==> config.mk <==
export PLATFORM = sky130hd
export DESIGN_NAME = query_param_extract_decode_top
export DESIGN_NICKNAME = d
export VERILOG_FILES = /design/src/rtl/core/qpx_pkg.sv /design/src/rtl/core/qpx_step.sv /design/src/rtl/core/query_param_extract_decode_top.sv
export SDC_FILE = /design/constraint.sdc
export NUM_CORES = 1
export LEC_CHECK = 0
export BUFFER_PORTS_ARGS = -buffer_cell sky130_fd_sc_hd__buf_4
export CORE_ASPECT_RATIO = 0.75
export CORE_MARGIN = 4
export CORE_UTILIZATION = 64
export DETAILED_ROUTE_END_ITERATION = 8
export PLACE_DENSITY = 0.83
export SYNTH_ARGS = -nofsm -noshare
export SYNTH_HDL_FRONTEND = slang
export SYNTH_SLANG_ARGS = --single-unit
==> constraint.sdc <==
create_clock -name clk_i -period 5.8 [get_ports clk_i]
set_clock_uncertainty 0.05 [all_clocks]
set_input_delay 0.87 -clock clk_i [delete_from_list [all_inputs] [get_ports clk_i]]
set_output_delay 0.87 -clock clk_i [all_outputs]
set_load 0.02 [all_outputs]
==> src/rtl/core/qpx_pkg.sv <==
// Package for the query parameter extractor: parse and escape phase types,
// character constants, the per-word step state and result types, helpers.
// No dependencies.
package qpx_pkg;

  // Characters that steer the parser.
  localparam logic [7:0] CHAR_EQ    = 8'h3D;  // '='
  localparam logic [7:0] CHAR_AMP   = 8'h26;  // '&'
  localparam logic [7:0] CHAR_PLUS  = 8'h2B;  // '+'
  localparam logic [7:0] CHAR_PCT   = 8'h25;  // '%'
  localparam logic [7:0] CHAR_QUERY = 8'h3F;  // '?'
  localparam logic [7:0] CHAR_SPACE = 8'h20;  // ' '

  // Configuration register indices.
  localparam int unsigned CfgIdxW = 2;
  localparam logic [CfgIdxW-1:0] CFG_KEY_LOW  = 2'd0;
  localparam logic [CfgIdxW-1:0] CFG_KEY_HIGH = 2'd1;
  localparam logic [CfgIdxW-1:0] CFG_KEY_LEN  = 2'd2;

  // Where the parser stands within the query string.
  typedef enum logic [3:0] {
    PH_MATCH = 4'b0001,  // comparing the key of the current pair
    PH_SKIP  = 4'b0010,  // skipping to the next '&'
    PH_VALUE = 4'b0100,  // inside the value of the matched pair
    PH_IDLE  = 4'b1000   // value finished, waiting for the end
  } phase_e;

  // Progress through a percent escape.
  typedef enum logic [3:0] {
    ESC_NONE   = 4'b0001,
    ESC_FIRST  = 4'b0010,  // '%' seen
    ESC_SECOND = 4'b0100,  // first hex digit seen
    ESC_DROP   = 4'b1000   // drop one more byte
  } esc_e;

  // Parse state carried from word to word (key position kept apart).
  typedef struct packed {
    phase_e     phase;
    esc_e       esc;
    logic [3:0] digit;
    logic       found;
  } parse_state_t;

  localparam parse_state_t PARSE_RESET = '{
    phase: PH_MATCH, esc: ESC_NONE, digit: 4'h0, found: 1'b0
  };

  // One result word.
  typedef struct packed {
    logic [7:0] value_byte;
    logic       value_valid;
    logic       done_res;
    logic       key_found;
  } result_t;

  typedef struct packed {
    logic       ok;
    logic [3:0] val;
  } hex_t;

  typedef struct packed {
    logic       emit;
    logic [7:0] data;
  } flush_t;

  // Value of an ASCII hex digit, with a flag for a valid digit.
  function automatic hex_t hex_decode(logic [7:0] b);
    hex_t r;
    r = '0;
    if (b >= 8'h30 && b <= 8'h39) begin
      r.ok  = 1'b1;
      r.val = 4'(b - 8'h30);
    end else if (b >= 8'h61 && b <= 8'h66) begin
      r.ok  = 1'b1;
      r.val = 4'(b - 8'h57);
    end else if (b >= 8'h41 && b <= 8'h46) begin
      r.ok  = 1'b1;
      r.val = 4'(b - 8'h37);
    end
    return r;
  endfunction

  // Byte that a pending escape gives when it is cut short.
  function automatic flush_t esc_flush(esc_e esc, logic [3:0] digit);
    flush_t r;
    r = '0;
    unique case (esc)
      ESC_FIRST: begin
        r.emit = 1'b1;
        r.data = CHAR_QUERY;
      end
      ESC_SECOND: begin
        r.emit = 1'b1;
        r.data = {4'h0, digit};
      end
      default: r = '0;
    endcase
    return r;
  endfunction

endpackage

==> src/rtl/core/qpx_step.sv <==
// Next-state and result logic for one query word of the extractor.
// Purely combinational; uses qpx_pkg.
module qpx_step import qpx_pkg::*; #(
  parameter int unsigned MaxKeyLength = 16,
  parameter int unsigned KeyPosW      = $clog2(MaxKeyLength + 1)
) (
  input  logic [7:0]         query_byte_i,
  input  logic               end_of_query_i,
  input  logic [63:0]        key_low_i,
  input  logic [63:0]        key_high_i,
  input  logic [4:0]         key_length_i,
  input  parse_state_t       state_i,
  input  logic [KeyPosW-1:0] key_pos_i,
  output parse_state_t       state_o,
  output logic [KeyPosW-1:0] key_pos_o,
  output logic               has_result_o,
  output result_t            result_o
);

  localparam logic [4:0] MaxLen = 5'(MaxKeyLength);

  logic [4:0]         len_clip;
  logic [KeyPosW-1:0] eff_len;
  logic [127:0]       key_all;
  logic [3:0]         key_idx;
  logic [7:0]         key_ch;
  hex_t               hx;
  flush_t             fl_amp;
  flush_t             fl_end;
  parse_state_t       nxt;
  logic [KeyPosW-1:0] nkp;
  logic               emit;
  logic [7:0]         ob;

  // Effective key length: zero acts as one, long values clip to the maximum.
  always_comb begin
    if (key_length_i == 5'd0) begin
      len_clip = 5'd1;
    end else if (key_length_i > MaxLen) begin
      len_clip = MaxLen;
    end else begin
      len_clip = key_length_i;
    end
  end
  assign eff_len = KeyPosW'(len_clip);

  // Expected key character at the current position.
  assign key_all = {key_high_i, key_low_i};
  assign key_idx = 4'(key_pos_i);
  assign key_ch  = key_all[{key_idx, 3'b000} +: 8];

  assign hx     = hex_decode(query_byte_i);
  assign fl_amp = esc_flush(state_i.esc, state_i.digit);

  // Main parse step.
  always_comb begin
    nxt  = state_i;
    nkp  = key_pos_i;
    emit = 1'b0;
    ob   = 8'h00;
    unique case (state_i.phase)
      PH_MATCH: begin
        if (key_pos_i < eff_len) begin
          if (query_byte_i == key_ch) begin
            nkp = key_pos_i + KeyPosW'(1);
          end else if (query_byte_i == CHAR_AMP) begin
            nkp = '0;
          end else begin
            nxt.phase = PH_SKIP;
          end
        end else if (query_byte_i == CHAR_EQ) begin
          nxt.phase = PH_VALUE;
          nxt.found = 1'b1;
          nxt.esc   = ESC_NONE;
        end else if (query_byte_i == CHAR_AMP) begin
          nkp = '0;
        end else begin
          nxt.phase = PH_SKIP;
        end
      end
      PH_SKIP: begin
        if (query_byte_i == CHAR_AMP) begin
          nxt.phase = PH_MATCH;
          nkp       = '0;
        end
      end
      PH_VALUE: begin
        if (query_byte_i == CHAR_AMP) begin
          emit      = fl_amp.emit;
          ob        = fl_amp.data;
          nxt.esc   = ESC_NONE;
          nxt.phase = PH_IDLE;
        end else begin
          unique case (state_i.esc)
            ESC_FIRST: begin
              if (hx.ok) begin
                nxt.digit = hx.val;
                nxt.esc   = ESC_SECOND;
              end else begin
                ob      = CHAR_QUERY;
                emit    = 1'b1;
                nxt.esc = ESC_DROP;
              end
            end
            ESC_SECOND: begin
              ob      = hx.ok ? {state_i.digit, hx.val} : {4'h0, state_i.digit};
              emit    = 1'b1;
              nxt.esc = ESC_NONE;
            end
            ESC_DROP: begin
              nxt.esc = ESC_NONE;
            end
            default: begin
              if (query_byte_i == CHAR_PCT) begin
                nxt.esc = ESC_FIRST;
              end else begin
                ob   = (query_byte_i == CHAR_PLUS) ? CHAR_SPACE : query_byte_i;
                emit = 1'b1;
              end
            end
          endcase
        end
      end
      default: begin
        nxt = state_i;
      end
    endcase
  end

  // An escape still pending at the last word of the query is flushed.
  assign fl_end = esc_flush(nxt.esc, nxt.digit);

  always_comb begin
    state_o          = nxt;
    key_pos_o        = nkp;
    result_o.value_byte  = ob;
    result_o.value_valid = emit;
    if (end_of_query_i && !emit && nxt.phase == PH_VALUE) begin
      result_o.value_valid = fl_end.emit;
      result_o.value_byte  = fl_end.data;
    end
    if (!result_o.value_valid) begin
      result_o.value_byte = 8'h00;
    end
    result_o.done_res  = end_of_query_i;
    result_o.key_found = end_of_query_i & nxt.found;
    has_result_o       = result_o.value_valid | end_of_query_i;
    // The end of the query returns all parse state to its reset value.
    if (end_of_query_i) begin
      state_o   = PARSE_RESET;
      key_pos_o = '0;
    end
  end

endmodule

==> src/rtl/core/query_param_extract_decode_top.sv <==
// Query parameter extractor with URL decoding; uses qpx_pkg and qpx_step.
// A query word is registered in the input stage on acceptance, and its result
// word is registered in the result register as it leaves that stage. Throughput: one query word per cycle while
// the result side keeps up; words that give no result never stall.
// Reset (rst_ni, asynchronous, active low) clears the parse state and the
// stages, and sets the key to zero with a key length of one.
module query_param_extract_decode_top import qpx_pkg::*; #(
  parameter int unsigned MaxKeyLength = 16
) (
  input  logic               clk_i,
  input  logic               rst_ni,
  // Configuration write channel
  input  logic               cfg_valid_i,
  output logic               cfg_ready_o,
  input  logic [CfgIdxW-1:0] cfg_index_i,
  input  logic [63:0]        cfg_data_i,
  // Query byte channel
  input  logic               in_valid_i,
  output logic               in_ready_o,
  input  logic [7:0]         query_byte_i,
  input  logic               end_of_query_i,
  // Result channel
  output logic               out_valid_o,
  input  logic               out_ready_i,
  output logic [7:0]         value_byte_o,
  output logic               value_valid_o,
  output logic               done_res_o,
  output logic               key_found_o
);

  localparam int unsigned KeyPosW = $clog2(MaxKeyLength + 1);

  logic [63:0]        key_low_q;
  logic [63:0]        key_high_q;
  logic [4:0]         key_len_q;

  logic               s1_valid_q;
  logic [7:0]         s1_byte_q;
  logic               s1_last_q;

  parse_state_t       state_q;
  parse_state_t       state_d;
  logic [KeyPosW-1:0] key_pos_q;
  logic [KeyPosW-1:0] key_pos_d;

  logic               has_result;
  result_t            result_d;
  result_t            result_q;
  logic               out_valid_q;

  logic               out_free;
  logic               s1_advance;
  logic               in_fire;

  // Configuration registers; writes are always taken.
  assign cfg_ready_o = 1'b1;

  always_ff @(posedge clk_i or negedge rst_ni) begin
    if (!rst_ni) begin
      key_low_q  <= '0;
      key_high_q <= '0;
      key_len_q  <= 5'd1;
    end else if (cfg_valid_i) begin
      unique case (cfg_index_i)
        CFG_KEY_LOW:  key_low_q  <= cfg_data_i;
        CFG_KEY_HIGH: key_high_q <= cfg_data_i;
        CFG_KEY_LEN:  key_len_q  <= cfg_data_i[4:0];
        default:      key_len_q  <= key_len_q;
      endcase
    end
  end

  // Stage handshakes: the word in the input stage moves on unless it has a
  // result and the result register is still held.
  assign out_free   = !out_valid_q || out_ready_i;
  assign s1_advance = s1_valid_q && (!has_result || out_free);
  assign in_ready_o = !s1_valid_q || s1_advance;
  assign in_fire    = in_valid_i && in_ready_o;

  // Input stage.
  always_ff @(posedge clk_i or negedge rst_ni) begin
    if (!rst_ni) begin
      s1_valid_q <= 1'b0;
    end else if (in_ready_o) begin
      s1_valid_q <= in_valid_i;
    end
  end

  always_ff @(posedge clk_i) begin
    if (in_fire) begin
      s1_byte_q <= query_byte_i;
      s1_last_q <= end_of_query_i;
    end
  end

  // Parse step on the word held in the input stage.
  qpx_step #(
    .MaxKeyLength (MaxKeyLength),
    .KeyPosW      (KeyPosW)
  ) u_step (
    .query_byte_i   (s1_byte_q),
    .end_of_query_i (s1_last_q),
    .key_low_i      (key_low_q),
    .key_high_i     (key_high_q),
    .key_length_i   (key_len_q),
    .state_i        (state_q),
    .key_pos_i      (key_pos_q),
    .state_o        (state_d),
    .key_pos_o      (key_pos_d),
    .has_result_o   (has_result),
    .result_o       (result_d)
  );

  // Parse state moves only when the word leaves the input stage.
  always_ff @(posedge clk_i or negedge rst_ni) begin
    if (!rst_ni) begin
      state_q   <= PARSE_RESET;
      key_pos_q <= '0;
    end else if (s1_advance) begin
      state_q   <= state_d;
      key_pos_q <= key_pos_d;
    end
  end

  // Result register.
  always_ff @(posedge clk_i or negedge rst_ni) begin
    if (!rst_ni) begin
      out_valid_q <= 1'b0;
    end else if (out_free) begin
      out_valid_q <= s1_advance && has_result;
    end
  end

  always_ff @(posedge clk_i) begin
    if (s1_advance && has_result) begin
      result_q <= result_d;
    end
  end

  assign out_valid_o   = out_valid_q;
  assign value_byte_o  = result_q.value_byte;
  assign value_valid_o = result_q.value_valid;
  assign done_res_o    = result_q.done_res;
  assign key_found_o   = result_q.key_found;

endmodule
Word level (Yosys, flattened, before mapping)
Cells that the tools add are included.
Widths: inputs -> output; s select.

cells by class
  add/subtract/negate cells = 4
  magnitude comparators = 8
  equality and inequality tests = 17
  shifts and indexed selects = 1
  muxes and demuxes = 48
  bitwise gates (word level) = 2
  reductions and logical operators = 23

operators by type and width
  cell                 count
  $shiftx 128x8->8     1
  $mux 4               15
  $mux 5               10
  $mux 8               5
  $pmux 9 s2           2
  $eq 8x6->1 const B   4
  $pmux 8 s3           1
  $eq 4x3->1 const B   4
  $ge 8x7->1 const B   2
  $le 8x7->1 const B   2
  $pmux 4 s2           2
  $mux 13              1
  $eq 4x2->1 const B   3
  $pmux 4 s3           1
  $pmux 5 s2           1
  $mux 9               1
  $eq 8x8->1           1
  $ge 8x6->1 const B   1
  $le 8x6->1 const B   1
  $logic_and 1x1->1    8
  $sub 4x3->4 const B  2
  $mux 1               7
  $mux 6               1
  $reduce_and 2->1     3
  19 further kinds     24

storage, ports and cells
  bits in registers = 173
  input port bits = 80
  output and inout port bits = 14
  logic and storage cells = 119

Logic depth before layout (Yosys ltp)
  word-level depth = 19
  mapped depth = 11
  depth with buffers taken out = 11

Cells and area by module
A second synthesis with hierarchy kept.

unflattened totals
  cell total of the unflattened synthesis = 753
  area, all modules = 9671.8 µm²

modules (own cells, without submodules)
  module                          instances  cells an instance  area an instance (µm²)  sequential area each (µm²)
  query_param_extract_decode_top  1          418                7054.3                  4433.0
  qpx_step                        1          335                2617.5                  0.0

Worst setup path before layout
No wires, ideal clock.

  path kind = reg2out
  start = register s1_byte_q[0]
  end = output in_ready_o
  arrival = 2176 ps
  required time = 4880 ps
  path slack = 2704 ps
  stages on the path, launching flop included = 10
  path buffers = 0
  cell sequence = edfxtp_1 -> inv_1 -> ha_1 -> nand2_1 -> o2111ai_1 -> a211oi_2 -> o221ai_2 -> and2_1 -> nor2_1 -> nand2_1

on the way
  longest elaborated chain between the ends = 18
  elaborated cells between the ends (all ways) = 48
  those cells by class = order compare: 6; eq/ne: 7; mux: 24; bitwise: 1; reduce/logical: 10

RTL lines
  element                                                              RTL line                              RTL
  start, declared                                                      query_param_extract_decode_top.sv:38  logic [7:0] s1_byte_q;
  start signal, assigned                                               query_param_extract_decode_top.sv:91  s1_byte_q <= query_byte_i;
  parallel branches: the longest is 12 deep, another holds $ge 8x7->1  n/a
  $mux 9 (*)                                                           qpx_step.sv:138                       if (end_of_query_i && !emit && nxt.phase == PH_VALUE) begin
  $or 1x1->1 (*)                                                       qpx_step.sv:147                       has_result_o = result_o.value_valid | end_of_query_i;
  $logic_not 1->1 (*)                                                  query_param_extract_decode_top.sv:76  assign s1_advance = s1_valid_q && (!has_result || out_free);
  $logic_or 1x1->1 (*)                                                 query_param_extract_decode_top.sv:76
  $logic_and 1x1->1 (*)                                                query_param_extract_decode_top.sv:76
  $logic_or 1x1->1 (*)                                                 query_param_extract_decode_top.sv:77  assign in_ready_o = !s1_valid_q || s1_advance;
  end, declared                                                        query_param_extract_decode_top.sv:19  output logic in_ready_o,

Every way passes the cells marked *.

Worst setup path after layout
Ends and elaborated chain as after synthesis.

==> out/metrics.csv <==
stage,metric,value,unit
yosys,sequential share of the synthesized area,49.6,%
setup_path,slowest cell on the critical path,edfxtp_1,
drt,Final ANT Viol Nets,0,
yosys,post-synth cell types,80,
cells_and_area,Layout Cells excl Fill,952,
clock_tree,Worst-path clk slew,0.07,ns
yosys,"area leader, netlist",dfrtp_1,
setup_path,CP cell instances,"inv_1, ha_1, nand2_1, o2111ai_1, a211oi_2, o221ai_2, and2_1, nor2_1, nand2_1, buf_4",
drt,Remaining DRCs,0,
grt,initial antenna violation count,0,
clock_tree,Root Buffer Master,clkbuf_16,
grt,first-pass GRT wire length,32.9,mm
floorplanning,IO Pins,94,
power_and_ir_drop,Leakage Power,0.00424,µW
drt,detailed route wirelength on metal3,1.38,mm
clock_tree,CTS-repair resized insts,0,
clock_tree,Num Clock Sinks,173,
grt,largest net degree at the start of global routing,115,
drt,vias post-DR,6012,
cells_and_area,final core utilization,75.0,%
place,PortBufs,92,
yosys,largest cells by area after synthesis,"dfrtp_1, mux2_2, edfxtp_1, mux4_2, mux2i_1",
yosys,Mapped Area,0.00894,mm²
clock_tree,CTS tree,done,
clock_tree,CTS buffer count,17,
cells_and_area,"Area growth, synth to finish",14.9,%
run,max_cap viols,0,
floorplanning,chip height,110,µm
setup_path,CP max FO,8,
drt,DR WL met2,9.74,mm
clock_tree,"Setup Fix Bufs, Post-CTS",0,
drt,Met1 Wirelength,8.96,mm
yosys,#FFs+latches synth,173,
timing,"Min Clock Period, post-route",4.13,ns
timing,Final Max Tran Viols,0,
grt,vias in the first global route,6313,
setup_path,Worst path max stage delay,0.54,ns
timing,Fmax,242,MHz
drt,mean routed wirelength per cell,21.4,µm
yosys,"top cells by count, synth","dfrtp_1, mux2_2, nand2_1",
cells_and_area,ratio of cells with drive above 1 in the final layout,41.7,%
floorplanning,Die ar.,0.0159,mm²
power_and_ir_drop,pwr/cell area,342,mW/mm²
yosys,post-synthesis instance total,687,
outcome,status,finished clean,
timing,final setup vio count,0,
hold_path,Worst Hold Class,reg2reg,
setup_path,Worst Path Required,4.88,ns
yosys,syn avg cell area,13.0,µm²
yosys,"Top FF cell, synth",dfrtp_1,
clock_tree,worst skew pair latency,0.43,ns
timing,setup_tns,0,ns
place,Post-DP HPWL,14.4,mm
grt,grt ovf,0,
floorplanning,Die X-Extent,144,µm
setup_path,most frequent cell on the critical path,nand2_1,
yosys,most common cell in the synthesized netlist,dfrtp_1,
floorplanning,site row count,37,
timing,Final period util,71.2,%
setup_path,Critical Path Sink Type,output pin,
drt,DR iter-0 viols,444,
yosys,Syn Nets,776,
yosys,top-area cell type share of the netlist area,42.0,%
yosys,ys async rst share,88.4,%
place,Placed Cells,920,
clock_tree,Clock Path Buffers,2,
setup_path,r2r setup slk,2.05,ns
yosys,Post-synth EDFFs,20,
timing,"Hold Violations, Final",0,
power_and_ir_drop,VDD IR max,0.277,mV
cells_and_area,ant diodes,0,
timing,slew margin rel.,30.5,%
drt,final wirelength,20.4,mm
floorplanning,core area,0.0137,mm²
cells_and_area,NumNets Final,853,
drt,via/cell ratio,6.32,
setup_path,critical path type,reg2out,
clock_tree,H-tree depth,4,
drt,First-pass DRT Iterations,5,
yosys,Ys Warns,0,
timing,Worst-Margin Slew,1.03,ns
timing,RSZ-0062 raised after global routing,no,
place,RD Place Congestion,0.915,
floorplanning,Starting Density,65.3,%
drt,top layer in use,met4,
setup_path,crit path launch type,register,
grt,total track usage,27.1,%
setup_path,CP Data Arrival Time,3.21,ns
clock_tree,"Hold-fix buffers, CTS",0,
## sequential cells by signal, summed over array words and instances, names as in the netlist, 5 cells and up
name and count:
key_high_q 64, key_low_q 64, state_q 13, s1_byte_q 8, value_byte_o 8, key_len_q 5, key_pos_q 5
## stage by stage
step	cell area [µm²]	setup slack (ns)	hold WS [ns]	total power [µW]
4_1_cts	10300	1.69	0.459	3540
5_1_grt	10300	1.44	0.472	3680
3_5_place_dp	9670	2.08	0.443	2380
3_3_place_gp	9670	2.31	0.431	2340
2_1_floorplan	8940	2.70	0.423	2170
6_report	10300	1.67	0.455	3520
## area by class of cell
| cell class | count | area [µm²] |
|---|---|---|
| sequential | 173 | 4430 |
| multi-input combinational | 464 | 4240 |
| fill | 858 | 3430 |
| timing repair buffer | 98 | 739 |
| clock buffer | 18 | 439 |
| tap | 175 | 219 |
| clock inverter | 14 | 168 |
| inverter | 10 | 37.5 |
## cells in the final DEF, fill, tap and decap left out, types with 8 or more instances in the layout
cell	count
nand2_1	37
o21ai_1	15
edfxtp_1	20
mux2_2	138
nand3_1	12
xnor2_1	12
clkbuf_16	17
mux4_2	24
buf_4	97
ha_1	9
dfrtp_1	149
mux2i_1	21
o21ai_0	11
nor3_1	8
nor2_1	27
a21oi_1	19
inv_1	8
## metal layers
| layer | GRT usage [%] | vias up |
|---|---|---|
| li1 | - | 2733 |
| met1 | 37.5 | 3012 |
| met2 | 43.5 | 237 |
| met3 | 7.37 | 30 |
| met4 | 6.52 | 0 |
| met5 | 0 | - |
## report_power, final
part	total [µW]	internal [µW]	switching [µW]
logic	774	443	331
registers	1590	1420	165
clock network	1160	627	531
total	3520	2490	1030
## cells by family (layout without fill, tap and decap cells)
family,Yosys count,after routing,synth area share (%)
fa+ha+maj,9,9,1.26
buf+inv,50,140,3.08
flops,173,173,49.6
simple gates,135,135,8.63
xor+xnor,19,19,1.86
mux,189,189,26.6
compound gates,111,111,8.94
other cells,1,1,0.0419
## worst max-delay path, delay by kind of cell, from the launching register on
family | cells | cell delay, ns
simple gates | 4 | 0.59
buf+inv | 2 | 0.37
compound gates | 3 | 0.95
flops | 1 | 0.54
fa+ha+maj | 1 | 0.34
## path summary, 6_finish.rpt
kind                           startpoint              end  cells past startpoint
max                          s1_byte_q[0]       in_ready_o                     10
min                        key_high_q[54]   key_high_q[54]                      1
max reg2reg                  s1_byte_q[0]  value_byte_o[3]                      9
min reg2reg                key_high_q[54]   key_high_q[54]                      1
max in group asynchronous          rst_ni     key_len_q[0]                      2
min in group asynchronous          rst_ni    key_low_q[25]                      1
Power figures use the tool's default switching activity.
